<file path="src/rtl/core/pfc_pkg.sv">
// Package for the PCM packet framer: sizes, byte slot codes, the command
// record passed from front to back, and the CRC-16/CCITT byte update.
// No dependencies.
package pfc_pkg;

	// Largest packet size in samples and the widths that follow from it.
	localparam int MAX_SAMPLES = 1024;
	localparam int SIZE_W      = $clog2(MAX_SAMPLES + 1);
	localparam int POS_W       = (MAX_SAMPLES > 1) ? $clog2(MAX_SAMPLES) : 1;

	// Fixed field widths.
	localparam int CFG_SIZE_W = 11;
	localparam int CFG_IDX_W  = 2;
	localparam int SAMPLE_W   = 16;
	localparam int STAMP_W    = 32;
	localparam int SEQ_W      = 32;
	localparam int LEN_W      = 16;
	localparam int CRC_W      = 16;

	// Configuration register indexes.
	localparam logic [CFG_IDX_W-1:0] REG_SAMPLES_PER_PACKET = 2'd0;
	localparam logic [CFG_IDX_W-1:0] REG_CRC_ENABLE         = 2'd1;

	// Reset values of the configuration registers.
	localparam logic [CFG_SIZE_W-1:0] SPP_RESET = 11'd1024;
	localparam logic                  CRC_EN_RESET = 1'b1;

	// Framing constants.
	localparam logic [7:0]       SYNC_BYTE = 8'hA6;
	localparam logic [CRC_W-1:0] CRC_POLY  = 16'h1021;
	localparam logic [CRC_W-1:0] CRC_INIT  = 16'hFFFF;

	// Command queue depth.
	localparam int FIFO_DEPTH = 4;
	localparam int FIFO_AW    = $clog2(FIFO_DEPTH);

	// Byte slot codes within the bytes caused by one sample.
	localparam logic [3:0] IDX_SYNC    = 4'd0;
	localparam logic [3:0] IDX_LEN_LO  = 4'd1;
	localparam logic [3:0] IDX_LEN_HI  = 4'd2;
	localparam logic [3:0] IDX_SEQ_B0  = 4'd3;
	localparam logic [3:0] IDX_SEQ_B1  = 4'd4;
	localparam logic [3:0] IDX_SEQ_B2  = 4'd5;
	localparam logic [3:0] IDX_SEQ_B3  = 4'd6;
	localparam logic [3:0] IDX_TS_B0   = 4'd7;
	localparam logic [3:0] IDX_TS_B1   = 4'd8;
	localparam logic [3:0] IDX_TS_B2   = 4'd9;
	localparam logic [3:0] IDX_TS_B3   = 4'd10;
	localparam logic [3:0] IDX_SMP_LO  = 4'd11;
	localparam logic [3:0] IDX_SMP_HI  = 4'd12;
	localparam logic [3:0] IDX_CRC_LO  = 4'd13;
	localparam logic [3:0] IDX_CRC_HI  = 4'd14;

	// One classified sample, ready for serialisation.
	typedef struct packed {
		logic                       first;
		logic                       last;
		logic                       crc_en;
		logic [LEN_W-1:0]           len;
		logic [SEQ_W-1:0]           seq;
		logic [STAMP_W-1:0]         stamp;
		logic signed [SAMPLE_W-1:0] sample;
	} pfc_cmd_t;

	// CRC-16/CCITT update with one byte, most significant bit first.
	function automatic logic [CRC_W-1:0] crc_step(input logic [CRC_W-1:0] crc_in,
			input logic [7:0] data);
		logic [CRC_W-1:0] c;
		c = crc_in ^ {data, 8'h00};
		for (int b = 0; b < 8; b++) begin
			if (c[CRC_W-1]) begin
				c = {c[CRC_W-2:0], 1'b0} ^ CRC_POLY;
			end else begin
				c = {c[CRC_W-2:0], 1'b0};
			end
		end
		return c;
	endfunction

endpackage

</file>
<file path="src/rtl/core/pfc_front.sv">
// Front part of the framer: configuration registers, packet position and
// sequence counters, and classification of each accepted sample.
// Depends on pfc_pkg.
module pfc_front import pfc_pkg::*; (
	input  logic                       clk,
	input  logic                       arst_n,
	input  logic                       cfg_we,
	input  logic [CFG_IDX_W-1:0]       cfg_index,
	input  logic [CFG_SIZE_W-1:0]      cfg_data,
	input  logic                       in_accept,
	input  logic signed [SAMPLE_W-1:0] pcm_sample,
	input  logic [STAMP_W-1:0]         timestamp_us,
	output pfc_cmd_t                   cmd
);

	logic [CFG_SIZE_W-1:0] spp_q;
	logic                  crc_en_q;
	logic [POS_W-1:0]      pos_q;
	logic [SEQ_W-1:0]      seq_q;
	logic [SIZE_W-1:0]     eff_size;
	logic [SIZE_W-1:0]     pos_next;
	logic                  first;
	logic                  last;

	// Configuration writes; unused indexes are ignored.
	always_ff @(posedge clk or negedge arst_n) begin
		if (!arst_n) begin
			spp_q    <= SPP_RESET;
			crc_en_q <= CRC_EN_RESET;
		end else if (cfg_we) begin
			case (cfg_index)
				REG_SAMPLES_PER_PACKET: spp_q <= cfg_data;
				REG_CRC_ENABLE:         crc_en_q <= cfg_data[0];
				default: ;
			endcase
		end
	end

	// Effective packet size: zero acts as one, large values are clamped.
	always_comb begin
		if (spp_q == '0) begin
			eff_size = SIZE_W'(1);
		end else if (spp_q > MAX_SAMPLES) begin
			eff_size = SIZE_W'(MAX_SAMPLES);
		end else begin
			eff_size = SIZE_W'(spp_q);
		end
	end

	// Classification of the sample being accepted.
	assign first    = (pos_q == '0);
	assign pos_next = SIZE_W'(pos_q) + SIZE_W'(1);
	assign last     = (pos_next >= eff_size);

	assign cmd.first  = first;
	assign cmd.last   = last;
	assign cmd.crc_en = crc_en_q;
	assign cmd.len    = LEN_W'({LEN_W'(eff_size), 1'b0});
	assign cmd.seq    = seq_q;
	assign cmd.stamp  = timestamp_us;
	assign cmd.sample = pcm_sample;

	// Position within the packet and the packet sequence number.
	always_ff @(posedge clk or negedge arst_n) begin
		if (!arst_n) begin
			pos_q <= '0;
			seq_q <= '0;
		end else if (in_accept) begin
			if (last) begin
				pos_q <= '0;
			end else begin
				pos_q <= POS_W'(pos_next);
			end
			if (first) begin
				seq_q <= seq_q + SEQ_W'(1);
			end
		end
	end

endmodule

</file>
<file path="src/rtl/core/pfc_cmd_fifo.sv">
// Short command queue between the front and back parts of the framer; depends on
// pfc_pkg. Register based, one push and one pop per cycle, unless full or empty.
module pfc_cmd_fifo import pfc_pkg::*; (
	input  logic     clk,
	input  logic     arst_n,
	input  logic     push,
	input  pfc_cmd_t push_data,
	input  logic     pop,
	output pfc_cmd_t head,
	output logic     empty,
	output logic     full
);

	pfc_cmd_t             mem_q [FIFO_DEPTH];
	logic [FIFO_AW-1:0]   wr_ptr_q;
	logic [FIFO_AW-1:0]   rd_ptr_q;
	logic [FIFO_AW:0]     count_q;
	logic                 do_push;
	logic                 do_pop;

	assign empty   = (count_q == '0);
	assign full    = (count_q == (FIFO_AW + 1)'(FIFO_DEPTH));
	assign do_push = push && !full;
	assign do_pop  = pop && !empty;
	assign head    = mem_q[rd_ptr_q];

	// Storage; payload needs no reset.
	always_ff @(posedge clk) begin
		if (do_push) begin
			mem_q[wr_ptr_q] <= push_data;
		end
	end

	// Pointers and fill count.
	always_ff @(posedge clk or negedge arst_n) begin
		if (!arst_n) begin
			wr_ptr_q <= '0;
			rd_ptr_q <= '0;
			count_q  <= '0;
		end else begin
			if (do_push) begin
				wr_ptr_q <= wr_ptr_q + FIFO_AW'(1);
			end
			if (do_pop) begin
				rd_ptr_q <= rd_ptr_q + FIFO_AW'(1);
			end
			if (do_push && !do_pop) begin
				count_q <= count_q + (FIFO_AW + 1)'(1);
			end else if (do_pop && !do_push) begin
				count_q <= count_q - (FIFO_AW + 1)'(1);
			end
		end
	end

endmodule

</file>
<file path="src/rtl/core/pfc_back.sv">
// Back part of the framer: serialises each queued command into header,
// payload and trailer bytes, runs the CRC and holds the output register.
// Depends on pfc_pkg.
module pfc_back import pfc_pkg::*; (
	input  logic       clk,
	input  logic       arst_n,
	input  pfc_cmd_t   head,
	input  logic       head_valid,
	output logic       pop,
	output logic       m_tvalid,
	input  logic       m_tready,
	output logic [7:0] m_tdata,
	output logic       m_tlast,
	output logic       m_tuser
);

	logic              busy_q;
	logic [3:0]        idx_q;
	logic [CRC_W-1:0]  crc_q;
	logic              out_valid_q;
	logic [7:0]        out_byte_q;
	logic              out_last_q;
	logic              out_pend_q;
	logic [3:0]        start_idx;
	logic [3:0]        end_idx;
	logic [3:0]        cur_idx;
	logic              advance;
	logic [7:0]        byte_sel;
	logic [CRC_W-1:0]  crc_base;
	logic [CRC_W-1:0]  crc_val;

	// Byte slot sequence for the command at the head of the queue.
	assign start_idx = head.first ? IDX_SYNC : IDX_SMP_LO;
	assign end_idx   = head.last ? IDX_CRC_HI : IDX_SMP_HI;
	assign cur_idx   = busy_q ? idx_q : start_idx;
	assign advance   = head_valid && (!out_valid_q || m_tready);
	assign pop       = advance && (cur_idx == end_idx);
	assign crc_val   = head.crc_en ? crc_q : '0;
	assign crc_base  = (cur_idx == IDX_SYNC) ? CRC_INIT : crc_q;

	// Byte selection for the current slot.
	always_comb begin
		case (cur_idx)
			IDX_SYNC:   byte_sel = SYNC_BYTE;
			IDX_LEN_LO: byte_sel = head.len[7:0];
			IDX_LEN_HI: byte_sel = head.len[15:8];
			IDX_SEQ_B0: byte_sel = head.seq[7:0];
			IDX_SEQ_B1: byte_sel = head.seq[15:8];
			IDX_SEQ_B2: byte_sel = head.seq[23:16];
			IDX_SEQ_B3: byte_sel = head.seq[31:24];
			IDX_TS_B0:  byte_sel = head.stamp[7:0];
			IDX_TS_B1:  byte_sel = head.stamp[15:8];
			IDX_TS_B2:  byte_sel = head.stamp[23:16];
			IDX_TS_B3:  byte_sel = head.stamp[31:24];
			IDX_SMP_LO: byte_sel = head.sample[7:0];
			IDX_SMP_HI: byte_sel = head.sample[15:8];
			IDX_CRC_LO: byte_sel = crc_val[7:0];
			IDX_CRC_HI: byte_sel = crc_val[15:8];
			default:    byte_sel = '0;
		endcase
	end

	// Slot counter and running CRC; trailer bytes are not accumulated.
	always_ff @(posedge clk or negedge arst_n) begin
		if (!arst_n) begin
			busy_q <= 1'b0;
			idx_q  <= IDX_SYNC;
			crc_q  <= CRC_INIT;
		end else if (advance) begin
			if (cur_idx == end_idx) begin
				busy_q <= 1'b0;
			end else begin
				busy_q <= 1'b1;
				idx_q  <= cur_idx + 4'd1;
			end
			if (cur_idx <= IDX_SMP_HI) begin
				crc_q <= crc_step(crc_base, byte_sel);
			end
		end
	end

	// Output register: a new byte is loaded when a command is queued and the register is empty or its byte is taken.
	always_ff @(posedge clk or negedge arst_n) begin
		if (!arst_n) begin
			out_valid_q <= 1'b0;
		end else if (advance) begin
			out_valid_q <= 1'b1;
		end else if (m_tready) begin
			out_valid_q <= 1'b0;
		end
	end

	always_ff @(posedge clk) begin
		if (advance) begin
			out_byte_q <= byte_sel;
			out_last_q <= (cur_idx == end_idx);
			out_pend_q <= (cur_idx == IDX_CRC_HI);
		end
	end

	assign m_tvalid = out_valid_q;
	assign m_tdata  = out_byte_q;
	assign m_tlast  = out_last_q;
	assign m_tuser  = out_pend_q;

`ifndef NO_ASSERTIONS
	// The end of a packet is always the last byte of its sample.
	a_pend_is_last: assert property (@(posedge clk) disable iff (!arst_n)
		m_tvalid && m_tuser |-> m_tlast)
		else $error("packet end without item end");

	// A command being serialised stays at the head of the queue.
	a_busy_has_head: assert property (@(posedge clk) disable iff (!arst_n)
		busy_q |-> head_valid)
		else $error("queue emptied during a command");

	// After the first byte the slot counter never points at the sync slot or past the last CRC slot.
	a_busy_not_sync: assert property (@(posedge clk) disable iff (!arst_n)
		busy_q |-> (idx_q != IDX_SYNC) && (idx_q <= IDX_CRC_HI))
		else $error("slot counter out of sequence");
`endif

endmodule

</file>
<file path="src/rtl/core/pcm_packet_framer_crc16.sv">
// PCM packet framer with CRC-16/CCITT trailer: top level.
// Instantiates pfc_front, pfc_cmd_fifo and pfc_back; depends on pfc_pkg.
//
// Usage:
//  - Slave stream s_*: one transaction per PCM sample; s_tdata carries
//    pcm_sample in bits 15:0 and timestamp_us in bits 47:16.
//  - Master stream m_*: one transaction per output byte; m_tlast marks the
//    last byte caused by a sample, m_tuser the final CRC byte of a packet.
//  - Configuration channel cfg_*: register 0 is samples_per_packet, register
//    1 is crc_enable; always ready, and written only while the block is idle:
//    a rule for the user, which the block itself does not enforce.
//  - If idle, a sample's first byte reaches m_* via the queue and output register.
//  - The serialiser gives one byte per cycle while a command is queued and the
//    receiver is ready: 2 per sample, plus 11 header bytes on the first and 2
//    trailer bytes on the last, so 2*N + 13 bytes per packet of N samples.
//  - The four-entry command queue keeps accepting samples while the receiver
//    stalls; once it is full, s_tready drops until bytes are taken again.
//  - Reset clears the sequence number, packet position and CRC, and returns
//    the registers to 1024 samples per packet with the CRC enabled.
module pcm_packet_framer_crc16 import pfc_pkg::*; (
	input  logic                  clk,
	input  logic                  arst_n,
	input  logic                  s_tvalid,
	output logic                  s_tready,
	input  logic [47:0]           s_tdata,   // [15:0] pcm_sample, [47:16] timestamp_us
	output logic                  m_tvalid,
	input  logic                  m_tready,
	output logic [7:0]            m_tdata,   // [7:0] out_byte
	output logic                  m_tlast,
	output logic                  m_tuser,   // [0] packet_end
	input  logic                  cfg_valid,
	output logic                  cfg_ready,
	input  logic [CFG_IDX_W-1:0]  cfg_index,
	input  logic [CFG_SIZE_W-1:0] cfg_data
);

	pfc_cmd_t cmd;
	pfc_cmd_t head;
	logic     fifo_empty;
	logic     fifo_full;
	logic     pop;
	logic     in_accept;

	assign cfg_ready = 1'b1;
	assign s_tready  = !fifo_full;
	assign in_accept = s_tvalid && !fifo_full;

	// Front: configuration, counters and sample classification.
	pfc_front u_front (
		.clk          (clk),
		.arst_n       (arst_n),
		.cfg_we       (cfg_valid),
		.cfg_index    (cfg_index),
		.cfg_data     (cfg_data),
		.in_accept    (in_accept),
		.pcm_sample   (s_tdata[15:0]),
		.timestamp_us (s_tdata[47:16]),
		.cmd          (cmd)
	);

	// Command queue between front and back.
	pfc_cmd_fifo u_fifo (
		.clk       (clk),
		.arst_n    (arst_n),
		.push      (in_accept),
		.push_data (cmd),
		.pop       (pop),
		.head      (head),
		.empty     (fifo_empty),
		.full      (fifo_full)
	);

	// Back: byte serialiser, CRC and output register.
	pfc_back u_back (
		.clk        (clk),
		.arst_n     (arst_n),
		.head       (head),
		.head_valid (!fifo_empty),
		.pop        (pop),
		.m_tvalid   (m_tvalid),
		.m_tready   (m_tready),
		.m_tdata    (m_tdata),
		.m_tlast    (m_tlast),
		.m_tuser    (m_tuser)
	);

endmodule

</file>
<file path="config.mk">
export PLATFORM = sky130hd
export DESIGN_NAME = pcm_packet_framer_crc16
export DESIGN_NICKNAME = d
export VERILOG_FILES = /design/src/rtl/core/pfc_pkg.sv /design/src/rtl/core/pfc_front.sv /design/src/rtl/core/pfc_cmd_fifo.sv /design/src/rtl/core/pfc_back.sv /design/src/rtl/core/pcm_packet_framer_crc16.sv
export SDC_FILE = /design/constraint.sdc
export NUM_CORES = 1
export LEC_CHECK = 0
export BUFFER_PORTS_ARGS = -buffer_cell sky130_fd_sc_hd__buf_4
export CAP_MARGIN = 10
export CORE_UTILIZATION = 43
export DETAILED_ROUTE_END_ITERATION = 8
export MAX_ROUTING_LAYER = met4
export SYNTH_ARGS = -nofsm -noshare
export SYNTH_HDL_FRONTEND = slang
export SYNTH_SLANG_ARGS = --single-unit
</file>
<file path="constraint.sdc">
create_clock -name clk -period 3.6 [get_ports clk]
set_input_delay 0.72 -clock clk [delete_from_list [all_inputs] [get_ports clk]]
set_output_delay 0.72 -clock clk [all_outputs]
set_load 0.05 [all_outputs]
</file>
==> results of run 1 <==
worst max path at each step:
stage | start | to | slack (ps) | depth (start not counted)
2_1_floorplan | u_fifo.rd_ptr_q[0] | u_back.crc_q[6] | 20 | 15
3_3_place_gp | u_fifo.rd_ptr_q[0] | u_back.crc_q[14] | 100 | 13
3_5_place_dp | u_fifo.rd_ptr_q[0] | u_back.crc_q[7] | 10 | 13
4_1_cts | u_fifo.rd_ptr_q[0] | u_back.crc_q[14] | 2 | 13
5_1_grt | u_fifo.rd_ptr_q[0] | u_back.crc_q[6] | -20 | 14
6_report | u_fifo.rd_ptr_q[0] | u_back.crc_q[14] | 160 | 13
cells in the mapped netlist, types with 5 or more instances:
library cell / count
o211ai_1: 5
nand2_1: 78
nor3_1: 5
nand3b_1: 5
mux4_2: 80
nand3_1: 57
nor2_1: 28
dfstp_2: 18
xnor2_1: 50
nand4_1: 12
and3_1: 22
mux2_2: 15
a22oi_1: 21
edfxtp_1: 386
buf_2: 10
buf_4: 6
dfrtp_1: 65
o21ai_1: 9
xor2_1: 19
o21ai_0: 24
clkbuf_1: 30
mux4_1: 14
a21oi_1: 11
ha_1: 23
inv_1: 26
report_power, final:
group | leakage [uW] | internal [uW] | switching, uW
combinational | 0.00256 | 3470 | 4240
clock | 0.000743 | 2780 | 1980
sequential | 0.00448 | 7400 | 481
per-stage QoR:
stage | power, uW | std cells | instance area [um2] | util | setup TNS (ps)
2_1_floorplan | 13040 | 1094 | 19310 | - | 0
3_3_place_gp | 15410 | 1758 | 20860 | 0.4717 | 0
3_5_place_dp | 15520 | 1758 | 20860 | 0.4717 | 0
4_1_cts | 20310 | 1849 | 22380 | 0.5060 | 0
5_1_grt | 21360 | 1853 | 22510 | 0.5090 | -52.05
6_report | 20350 | 1853 | 22510 | 0.5090 | 0
sequential cells by signal, summed over array words and instances (netlist names), 3 cells and up:
| register | flops |
|---|---|
| u_fifo.count_q | 3 |
| u_front.seq_q | 32 |
| u_back.idx_q | 4 |
| u_back.crc_q | 16 |
| u_front.spp_q | 11 |
| u_fifo.mem_q | 376 |
| u_back.m_tdata | 8 |
| u_front.pos_q | 10 |
final cells by class:
type / instances / area share
flip-flops and latches: 469 / 0.6086
clock buffers: 76 / 0.06121
inverters: 26 / 0.004336
multi-input cells: 544 / 0.2380
clock inverters: 15 / 0.006171
well taps: 592 / 0.03291
repair buffers: 131 / 0.04870
metal layers:
layer	GRT usage	up-vias	share of wire
li1	-	4545	-
met1	0.2624	5162	0.45
met2	0.2933	231	0.48
met3	0.02636	73	0.044
met4	0.06700	0	0.027
met5	-	-	0
critical path, cell delays in order (launching register included):
cell and delay [ps]:
dfrtp_4 410, mux4_2 540, and2_4 190, nor2_2 100
inv_1 70, ha_2 210, and4b_2 300, a22oi_1 190
nand4_1 110, or4_4 600, xnor2_4 200, xor2_2 240
xnor2_1 110, o21ai_1 130
timing repair:
action | CTS | global route
resized for setup | 1 | 23
pin swaps | 0 | 12
setup endpoints to repair | 2 | 16
cloned | 0 | 0
buffers inserted | 0 | 4
kinds of logic (layout without fill, tap and decap cells):
kind of cell               Yosys count  in the layout
AOI/OAI and AO/OA                   95             95
other                                1              1
and+or+nand+nor                    241            241
xor gates and xnor gates            74             74
buffers and inverters               81            248
muxes                              109            109
DFF                                469            469
adders and majority gates           24             24
==> impl_metrics.yaml, run 1 <==
layout:
  multiInputGateArea_mm2: 0.005358
  final_cell_mix: "edfxtp_1 (386), buf_4 (122), mux4_2 (80), nand2_1 (78), dfrtp_1 (63)"
  fill_cells: 3581
  n_antenna_cell: 0
  area_growth_pct: 16.63
  seq_area_mm2: 0.01370
  final_nets: 1311
  layout_commonest_cell: "edfxtp_1"
  layout-drive-gt1-share: 0.2823
worst_setup_path:
  start_kind: "flip-flop"
  reg2reg_from: "u_fifo.rd_ptr_q[0]"
  timing.reg2reg.setup_slack_ps: 160
  end_kind: "flip-flop"
  crit_type: "flip-flop to flip-flop"
  worstPathMaxFanout: 8
  ff2ff_path_depth: 13
  cp.required_ps: 4100
  rr_endpoint: "u_back.crc_q[14]"
  arrival_ps: 3950
clocking:
  tritoncts: "built"
  clockBufferDepth: 3
  cts-hold-fix-buffers: 0
  h-tree-depth: 2
  clkLatencyLatePin_ps: 580
  cts_num_sinks: 469
  numCtsBuffers: 49
  clk_pin_slew_ps: 60
  root_buffer: "clkbuf_16"
yosys:
  synth-xor-area-share: 0.03611
  synth_top_family_by_area: "multiplexers"
  synth_fa_ha_area_frac: 0.01595
  synth_edf_count: 386
  yosys.area.top_type: "edfxtp_1"
  synth_cell_types: 62
  synth_compound_area_frac: 0.03190
  yosys.area_share.simple: 0.06477
  yosysTopAreaCellShare: 0.6007
  synthTopCellsByArea: "edfxtp_1 (60%), mux4_2 (9.3%), dfrtp_1 (8.4%), dfstp_2 (2.5%), xnor2_1 (2.3%)"
  avgSynthCellArea_um2: 17.64
  synthesis.area_mm2: 0.01930
  synthMuxAreaShare: 0.1212
  ys_seq_area_frac: 0.7095
  ys_ff_latch: 469
  syn_inst: 1094
  async_flop_share: 0.1770
  synth_warnings: 0
  synth_flop_cell: "edfxtp_1"
  synth_fp_nets: 1184
drt:
  ant_nets: 0
  firstDrtPassIters: 5
  routedWlPerCell_um: 21.96
  drt_iter0_markers: 735
  vias_per_cell: 5.403
  vias: 10010
  drc: 0
  wl_um: 40700
pwr:
  power.leakage_uw: 0.007785
  power_density_mw_per_mm2: 904.2
  ir_drop_uv: 494.4
floorplan:
  coreArea_mm2: 0.04422
  pin_count: 79
  die_h_um: 213.8
  initial_utilization: 0.4364
  placement_rows: 77
  die_area_mm2: 0.04573
  die_w_um: 213.8
sta:
  period_needed_ps: 3445
  slew_viol_final: 0
  finClkSkew_ps: 22.35
  fin_hold_ws_ps: 293.5
  period_share: 0.9569
  hold_violations: 0
  setup-violations-final: 0
  finalWorstSetupSlack_ps: 155.1
  max_freq_mhz: 290.3
  worstMarginPinSlew_ps: 986.9
  max-slew-margin-rel: 0.3421
job:
  drv_cap: 0
global_route:
  grt_pass1_vias: 10050
  grt_max_degree: 95
  grt_pass1_wl_um: 62490
  track_usage: 0.1910
  antenna_found_initial: 0
  grt_overflow: 0
place:
  dpl_worst_slack_ps: 9.511
  dpl.hpwl_um: 27000
  portBuffers: 77
  gp_congestion: 0.9160
outcome:
  outcome: "finished clean"
min_path:
  min_path_type: "input pin to asynchronous set/reset pin"
No activity file was read; power rests on OpenSTA's default activity.
==> inputs of run 2 (changes only) <==
REMOVE_ABC_BUFFERS = 1   (was unset)
==> impl_metrics.yaml, run 2 (synthesis gave the netlist of run 1 again) <==
outcome:
  outcome: "finished clean"
layout:
  n_antenna_cell: 0
  fill_cells: 3559
  reg_top3: "u_fifo.mem_q x376, u_front.seq_q x32, u_back.crc_q x16"
  largest_reg_flops: 376
  final_nets: 1316
  layout-drive-gt1-share: 0.2899
  stdcell_count: 1858
  area_growth_pct: 17.62
  largest-register: "u_fifo.mem_q"
  final_cell_mix: "edfxtp_1 (386), buf_4 (125), mux4_2 (80), nand2_1 (77), dfrtp_1 (63)"
  layout_commonest_cell: "edfxtp_1"
  utilization: 0.5133
global_route:
  grt_pass1_wl_um: 63990
  grt_overflow: 0
  antenna_found_initial: 0
  grt_max_degree: 95
  track_usage: 0.1959
  grt_pass1_vias: 10340
sta:
  setup-violations-final: 0
  period_share: 0.9896
  rsz0062_at_grt: "yes"
  max-slew-margin-rel: 0.4124
  worstMarginPinSlew_ps: 881.4
  finalWorstSetupSlack_ps: 37.61
  fin_hold_ws_ps: 264.5
  slew_viol_final: 0
  period_needed_ps: 3562
  finClkSkew_ps: 16.27
  max_freq_mhz: 280.7
  hold_violations: 0
clocking:
  h-tree-depth: 2
  clk_pin_slew_ps: 60
  root_buffer: "clkbuf_16"
  clockBufferDepth: 3
  tritoncts: "built"
  clkLatencyLatePin_ps: 580
  numCtsBuffers: 48
  cts_num_sinks: 469
  cts-hold-fix-buffers: 0
worst_setup_path:
  worstPathMaxFanout: 6
  start_kind: "flip-flop"
  arrival_ps: 4070
  cp.required_ps: 4100
  crit_type: "flip-flop to flip-flop"
  end_kind: "flip-flop"
job:
  drv_cap: 0
pwr:
  p_sw_frac: 0.3260
  p_int_uw: 13980
  p_comb_frac: 0.373
  fin_total_pwr_uw: 20740
  ir_drop_uv: 501.8
  clkPwrFrac: 0.246
  power_density_mw_per_mm2: 913.7
  power.leakage_uw: 0.007899
  p_sw_uw: 6761
  p_seq_frac: 0.381
floorplan:
  placement_rows: 77
  initial_utilization: 0.4364
  die_area_mm2: 0.04573
  die_h_um: 213.8
  pin_count: 79
  die_w_um: 213.8
  coreArea_mm2: 0.04422
place:
  dpl_worst_slack_ps: -128.7
  gp_congestion: 0.8590
  portBuffers: 77
  dpl.hpwl_um: 26780
  dp_cells: 1766
drt:
  routedWlPerCell_um: 22.44
  firstDrtPassIters: 5
  wl_um: 41690
  vias: 10050
  drt_iter0_markers: 828
  drc: 0
  ant_nets: 0
  vias_per_cell: 5.407
min_path:
  min_path_type: "input pin to asynchronous set/reset pin"
[run 2: cell types whose count changed in the layout (fill, tap and decap cells not counted), sizes merged]
cell      before  now
clkinv        10   15
bufinv         2    5
clkinvlp       1    3
inv           28   27
buf          131  137
clkbuf        76   66
[run 2: final cells by class]
class | instances | area, um2 | share of cell area
Sequential cell | 469 | 13700 | 0.6035
Tap cell | 592 | 740.7 | 0.03263
Clock buffer | 66 | 1381 | 0.06086
Timing Repair Buffer | 137 | 1151 | 0.05071
Inverter | 26 | 97.59 | 0.004300
Clock inverter | 24 | 266.5 | 0.01174
Multi-Input combinational cell | 544 | 5363 | 0.2363
[run 2: metal layers]
layer  wire length (um)  global-route usage  vias to the layer above
met1              18560              0.2650                     5181
met4               1243             0.07143                        0
met5                  0                   -                        -
li1                   -                   -                     4559
met2              20040              0.3018                      229
met3               1846             0.03032                       77
[run 2: final timing paths]
kind / end / slack (ps) / cells after the start / startpoint
min in group clk: u_fifo.mem_q[3][43] / 340 / 1 / s_tdata[43]
max in group asynchronous: u_back.crc_q[7] / 2500 / 2 / arst_n
worst min-delay path: u_front.spp_q[7] / 260 / 1 / arst_n
worst min register to register: u_back.crc_q[13] / 480 / 2 / u_back.crc_q[13]
worst max register to register: u_back.crc_q[14] / 40 / 16 / u_fifo.rd_ptr_q[0]
worst max-delay path: u_back.crc_q[14] / 40 / 16 / u_fifo.rd_ptr_q[0]
[run 2: critical path: stages, from the launching register on]
cell      delay, ps
dfrtp_4         410
mux4_2          510
buf_6           140
nand2_2          50
o21a_1          150
inv_2            60
ha_4            160
nor4bb_4        140
a31o_2          250
buf_6           140
a32oi_2         160
o211ai_1        110
or4_4           590
xnor2_4         170
xor2_2          220
xnor2_1         150
o21ai_1          90
[run 2: power by group through the flow]
stage | combinational, uW | sequential [uW] | clock (uW)
final | 7740 | 7900 | 5110
after global routing | 8340 | 8010 | 5420
after CTS | 7670 | 7900 | 5220
after detailed placement | 7530 | 8000 | 0
after global placement | 7460 | 7940 | 0
after floorplan | 4620 | 8420 | 0
[run 2: repair_timing]
action / 4_1_cts / 5_1_grt
gates resized for setup: 10 / 20
setup endpoints to repair: 13 / 16
buffers inserted: 0 / 3
pin swaps: 2 / 25
[run 2: stage by stage]
step                instance area (um2)  setup TNS [ps]
floorplan                         19000          -97980
global placement                  20890          -178.5
detailed placement                20890          -907.2
CTS                               22590               0
global route                      22700          -665.4
finish                            22700               0
